$ cat config.mk
export PLATFORM = sky130hd
export DESIGN_NAME = sc3_mac
export DESIGN_NICKNAME = d
export VERILOG_FILES = /design/src/hdl/sc3_pkg.sv /design/src/hdl/sc3_mac.sv
export SDC_FILE = /design/constraint.sdc
export NUM_CORES = 1
export LEC_CHECK = 0
export BUFFER_PORTS_ARGS = -buffer_cell sky130_fd_sc_hd__buf_4
export CAP_MARGIN = 20
export CORE_MARGIN = 1
export CORE_UTILIZATION = 56
export DETAILED_ROUTE_END_ITERATION = 6
export PLACE_DENSITY = 0.79
export SLEW_MARGIN = 20
export SYNTH_ARGS = -nofsm -noshare
export SYNTH_HDL_FRONTEND = slang
export SYNTH_SLANG_ARGS = --single-unit
$ cat constraint.sdc
create_clock -name clock -period 6.8 [get_ports clock]
set_input_delay 0.34 -clock clock [delete_from_list [all_inputs] [get_ports clock]]
set_output_delay 0.34 -clock clock [all_outputs]
set_load 0.01 [all_outputs]
$ cat src/hdl/sc3_pkg.sv
`default_nettype none
package sc3_pkg;

   localparam int DIM_BITS   = 11;
   localparam int COEF_BITS  = 8;
   localparam int PIX_BITS   = 8;
   localparam int CSR_IDX_BITS = 3;
   localparam int MIN_DIM    = 3;

   typedef struct packed {
      logic                cmd;
      logic [PIX_BITS-1:0] in_pixel;
   } req_type;

   typedef struct packed {
      logic [PIX_BITS-1:0] out_pixel;
      logic                frame_last;
   } rsp_type;

   // read request tag that travels with the memory read
   typedef struct packed {
      logic       vld;
      logic [1:0] tap;
      logic [1:0] row;
   } rd_tag_type;

   typedef enum logic [1:0] {
      ST_IDLE,
      ST_FETCH,
      ST_FINISH,
      ST_HOLD
   } state_type;

   typedef enum logic [CSR_IDX_BITS-1:0] {
      CSR_FRAME_HEIGHT = 3'd0,
      CSR_FRAME_WIDTH  = 3'd1,
      CSR_HCOEF_0      = 3'd2,
      CSR_HCOEF_1      = 3'd3,
      CSR_HCOEF_2      = 3'd4,
      CSR_VCOEF_0      = 3'd5,
      CSR_VCOEF_1      = 3'd6,
      CSR_VCOEF_2      = 3'd7
   } csr_idx_type;

   localparam logic       CMD_PIXEL = 1'b0;
   localparam logic       CMD_DRAIN = 1'b1;

   localparam logic [1:0] TAP_FIRST = 2'd0;
   localparam logic [1:0] TAP_LAST  = 2'd2;

endpackage
`default_nettype wire

$ cat src/hdl/sc3_mac.sv
`default_nettype none
module sc3_mac
   import sc3_pkg::*;
(
   input  wire logic                          clock,
   input  wire logic                          reset,
   input  wire rd_tag_type                    tag,
   input  wire logic [PIX_BITS-1:0]           data,
   input  wire logic [2:0][COEF_BITS-1:0]     hcoef,
   input  wire logic [2:0][COEF_BITS-1:0]     vcoef,
   output      logic [PIX_BITS-1:0]           result,
   output      logic                          done
);

   logic [COEF_BITS-1:0]          hc;
   logic [COEF_BITS-1:0]          vc;
   logic [PIX_BITS+COEF_BITS-1:0] hprod;
   logic [PIX_BITS+COEF_BITS-1:0] vprod;
   logic [PIX_BITS-1:0]           hsum_in;
   logic [PIX_BITS-1:0]           vsum_in;
   logic [PIX_BITS-1:0]           hacc_ff;
   logic [PIX_BITS-1:0]           hrow_ff;
   logic                          hrow_vld_ff;
   logic [1:0]                    hrow_k_ff;
   logic [PIX_BITS-1:0]           vacc_ff;
   logic                          done_ff;

   always_comb begin
      case (tag.tap)
         2'd0:    hc = hcoef[0];
         2'd1:    hc = hcoef[1];
         2'd2:    hc = hcoef[2];
         default: hc = '0;
      endcase
      case (hrow_k_ff)
         2'd0:    vc = vcoef[0];
         2'd1:    vc = vcoef[1];
         2'd2:    vc = vcoef[2];
         default: vc = '0;
      endcase
   end

   // horizontal tap, wraps to pixel width
   assign hprod   = hc * data;
   assign hsum_in = ((tag.tap == TAP_FIRST) ? '0 : hacc_ff) + hprod[PIX_BITS-1:0];

   // vertical tap on the registered row sum
   assign vprod   = vc * hrow_ff;
   assign vsum_in = ((hrow_k_ff == TAP_FIRST) ? '0 : vacc_ff) + vprod[PIX_BITS-1:0];

   always_ff @(posedge clock) begin
      if (tag.vld) begin
         hacc_ff <= hsum_in;
         if (tag.tap == TAP_LAST) begin
            hrow_ff   <= hsum_in;
            hrow_k_ff <= tag.row;
         end
      end
      if (hrow_vld_ff) begin
         vacc_ff <= vsum_in;
      end
   end

   always_ff @(posedge clock) begin
      if (reset) begin
         hrow_vld_ff <= 1'b0;
         done_ff     <= 1'b0;
      end else begin
         hrow_vld_ff <= tag.vld && (tag.tap == TAP_LAST);
         done_ff     <= hrow_vld_ff && (hrow_k_ff == TAP_LAST);
      end
   end

   assign result = vacc_ff;
   assign done   = done_ff;

endmodule
`default_nettype wire
After elaboration in Yosys (flattened, before gate mapping)

Index checks and enable logic that the tools add are counted.

Register bits: 28
Output and inout bits: 9
Word-level logic and storage cells: 23
Bits of input ports: 63

Add/sub/neg operators: 2
$mul: 2
Muxes and demuxes: 4
Equality and inequality tests: 4
Reduce and logical (&&, ||, !) cells: 5

Operators with widths:

| cell                                                 | count |
|---|---|
| case mux 8 bit (3 select lines)                      | 2 |
| adder 8 bit                                          | 2 |
| multiplier 8 x 8 -> 8 bit                            | 2 |
| 2-to-1 mux 8 bit                                     | 2 |
| equality test 2 x 1 -> 1 bit (second input constant) | 2 |
| equality test 2 bit (second input constant)          | 2 |
| zero test 2 bit                                      | 2 |
| logical AND 1 bit                                    | 2 |
| AND reduction 2 bit                                  | 1 |

Logic depth before layout (Yosys ltp)

Word-level depth: 4
Gate-level depth with buffers: 20
Depth with buffers taken out: 18

Least setup slack after synthesis

OpenSTA, ideal clock, no wires.

Path kind: flip-flop to flip-flop
Start point: register hrow_k_ff[1]
End point: register vacc_ff[7], in the netlist result[7], data pin
Library setup time: 260 ps
Period minus slack after synthesis: 4852 ps
Buffers on the path: 2
Cell stages (with the launch flop): 20
Arrival: 4593 ps
Slack: 1948 ps
Data required time: 6540 ps
Cells stage by stage: edfxtp_1 -> buf_6 -> buf_6 -> mux2i_1 -> o2bb2ai_1 -> nand2_1 -> fa_1 -> fa_1 -> inv_1 -> ha_1 -> inv_1 -> fa_1 -> inv_1 -> fa_1 -> a21o_1 -> a21oi_1 -> xnor2_1 -> xnor2_2 -> xnor3_1 -> xnor2_1

Cells in the longest elaborated chain, start to end: 4
Elaborated cells between the ends (all ways): 7
Classes of those cells: add/sub: 1; mul: 1; eq/ne: 2; mux: 2; reduce/logical: 1

Ends and longest elaborated chain:

| item                                              | RTL line      | text |
|---|---|---|
| from (decl)                                       | sc3_mac.sv:24 | `logic [1:0] hrow_k_ff;` |
| from (signal assigned)                            | sc3_mac.sv:56 | `hrow_k_ff <= tag.row;` |
| equality test 2 bit, or another cell as far along | sc3_mac.sv:35 | `case (hrow_k_ff)` |
| case mux 8 bit (3 select lines)                   | sc3_mac.sv:35 |  |
| multiplier 8 x 8 -> 8 bit                         | sc3_mac.sv:48 | `assign vprod = vc * hrow_ff;` |
| adder 8 bit *                                     | sc3_mac.sv:49 | `assign vsum_in = ((hrow_k_ff == TAP_FIRST) ? '0 : vacc_ff) + vprod[PIX_BITS-1:0];` |
| named net vsum_in[7]                              | sc3_mac.sv:20 | `logic [PIX_BITS-1:0] vsum_in;` |
| to (signal assigned)                              | sc3_mac.sv:60 | `vacc_ff <= vsum_in;` |
| to (decl)                                         | sc3_mac.sv:25 | `logic [PIX_BITS-1:0] vacc_ff;` |

Mark *: on every way through the listed nets, which the timed path passes. The rest lies on a longest branch.
A chain may end at the register's enable or synchronous reset.

Final worst setup path

Same ends and word-level chain as after synthesis.

==> qor.txt <==
number of synthesis warnings - 0
setup ws final - 1.37 ns
wire length per cell - 14.6 microns
vias in the first global route - 2,558
status - finished, final reports clean
Routed Wire Length - 6890 microns
sequential share of the synthesized area - 24.0%
Top FF cell, synth - edfxtp_1
deepest clock path buffer count - 2
Pre-antenna DRT Iters - 4
fmax - 184 MHz
clk sink count - 28
sequential share of power - 25.9%
TritonCTS buffer count - 3
Final ANT Viol Nets - 0
fill count - 451
dominant cells by area after synthesis - edfxtp_1 23%, fa_1 21%, ha_1 12%
reg2reg setup slack - 1.37 ns
maximum fanout along the worst path - 17
Root Buffer - clkbuf_8
hold_sp - reset
Post-Syn Area - 3420 sq um
CTS resizes - 0
Slew Viols, Final - 0
worst-case reg-to-reg path depth - 17
setup TNS - 0 ns
Clock transition at path regs - 0.10 ns
power density over cell area - 287 nW/um^2
Die Span Y - 80.1 microns
period utilization - 79.9%
post-synthesis average cell area - 10.4 sq um
GR Util All Layers - 23.9%
H-tree levels - 1
max cap viols - 0
Internal - 0.727 mW
Port Buffers - 71
DPL Wire Length - 5930 microns
post-route cell area - 4050 sq um
Post-synth top cells - 50 x nand2_1, 47 x inv_1, 36 x fa_1
# DRC - 0
combinational share of power - 62.6%
worst hold endpoint - hrow_vld_ff
Placement Setup Slack - 1.37 ns
Yosys reg bits - 28
Worst-Skew Late Latency - 0.28 ns
largest net degree at the start of global routing - 18
Vias - 2,448
IO Pins - 72
Slew HR - 58.0%
CTS tree - yes
IR drop worst, VDD - 0.245 mV
R2R Path End - result[7]
Tightest Pin Transition - 0.631 ns
Cell Rows - 28
first-pass GRT wire length - 11,600 microns
Tmin final - 5.43 ns
Worst R2R Start - hrow_k_ff[1]
Sw Share - 37.4%
Critical Path RT - 6.84 ns
Starting Density - 58.1%
Layout Utilization - 68.9%
RePlAce Congestion - 0.854
Syn Nets - 463
final hold vios - 0
post-DR vias/cell - 5.19
top cell type's share of synthesized area - 22.8%
unrepaired setup endpoints after global routing - false
Critical Path Start Type - register
final setup fails - 0
Mapped Cells - 330
number of flops mapped to enable cells by yosys - 26
share of post-route cells with drive strength above 1 - 21.4%
die area - 6420 sq um
Placed Area - 3980 sq um
Crit. End Element - register
Critical Path AT - 5.47 ns
Chip Width - 80.1 microns
CP Class - register to register
Switch Pwr - 0.435 mW
synth unique cells - 30
Hold Path Depth - 2
Nets - 531
clock power share - 11.5%
leak pwr - 1.93 nW
Hold Crit Class - input pin to register
core area - 5890 sq um
initial antenna violation count - 0
Clock Skew - 0.00750 ns
post-CTS setup buffers - 0
Hold Buf Count CTS - 0
P&R area growth vs syn - 18.6%
Fin Hold WS - 0.222 ns
DR iter-0 viols - 73
share of flip-flops with an asynchronous set or reset - 0%
grt ovf - 0
diode count - 0
cell with the most instances after synthesis - nand2_1
dominant cell type by area after synthesis - edfxtp_1
==> cells by family after synthesis <==
kind of cell | synth area share, %
compound gates | 5.93
xor+xnor | 9.74
fa+ha+maj | 33.5
buf+inv | 6.99
flops | 24.0
mux | 4.39
simple gates | 15.4
==> registers in the layout, summed over array words and instances, names as in the netlist <==
signal / count
hacc_ff: 8
hrow_ff: 8
result: 8
hrow_k_ff: 2
done: 1
hrow_vld_ff: 1
==> critical path: stages, from the launching register on <==
cell	delay [ns]
edfxtp_1	0.76
mux2i_1	0.16
o21ai_0	0.43
nand2_1	0.16
fa_1	0.50
fa_1	0.51
inv_1	0.04
ha_1	0.27
inv_1	0.05
fa_1	0.53
inv_1	0.07
fa_1	0.45
a21o_1	0.21
a21oi_1	0.17
xnor2_1	0.18
xnor2_2	0.18
xnor3_1	0.38
xnor2_1	0.15
==> metal layers <==
metal	track usage, %	vias to the layer above	wire (microns)
met2	40.8	75	3340
met5	0	-	0
met3	3.41	8	349
met4	4.29	0	74
met1	32.5	1167	3120
li1	-	1198	-
==> per-stage QoR <==
step                      total power [mW]  std cells
after floorplan                      0.867        330
after CTS                             1.17        472
after detailed placement              1.04        468
after global routing                  1.27        472
after global placement                1.01        468
final                                 1.16        472
==> worst max-delay path by stage <==
stage | startpoint | end | slack (ns)
CTS | hrow_k_ff[1] | result[7] | 1.31
finish | hrow_k_ff[1] | result[7] | 1.37
global route | hrow_k_ff[1] | result[7] | 1.09
detailed placement | hrow_k_ff[1] | result[7] | 1.37
floorplan | hrow_k_ff[1] | result[7] | 1.95
global placement | hrow_k_ff[1] | result[7] | 1.44
==> power by group through the flow <==
stage / sequential [mW] / combinational, mW / clock [mW]
2_1_floorplan: 0.296 / 0.571 / 0
3_3_place_gp: 0.303 / 0.707 / 0
3_5_place_dp: 0.303 / 0.732 / 0
4_1_cts: 0.301 / 0.737 / 0.134
5_1_grt: 0.306 / 0.824 / 0.138
6_report: 0.301 / 0.728 / 0.134
==> final cells by class <==
class                   count  area, sq um  area share (%)
repair buffers             71          533            13.2
clock inverters             1         30.0           0.741
inverters                  47          176            4.35
flip-flops and latches     28          821            20.3
multi-input cells         247         2360            58.2
clock buffers               3         41.3            1.02
well taps                  75         93.8            2.32
==> layout by cell type, fill, tap and decap left out, types with 2 or more instances in the layout <==
cell type  netlist  final
xnor3_1          2      2
o2bb2ai_2        3      3
nand2_1         50     50
nand2_2          3      3
clkbuf_8         0      3
a21oi_1          4      4
and2_1          31     31
o21ai_0          4      4
nor2b_1          4      4
and3_1           4      4
a21o_1           4      4
mux2i_1         15     15
edfxtp_1        26     26
dfxtp_1          2      2
o2bb2ai_1        7      7
inv_1           47     47
nand3b_1         5      5
nand3_1          3      3
xor2_1           4      4
xnor2_1         27     27
ha_1            34     34
o21ai_2          2      2
fa_1            36     36
buf_4            0     71
Power figures use the tool's default switching activity.
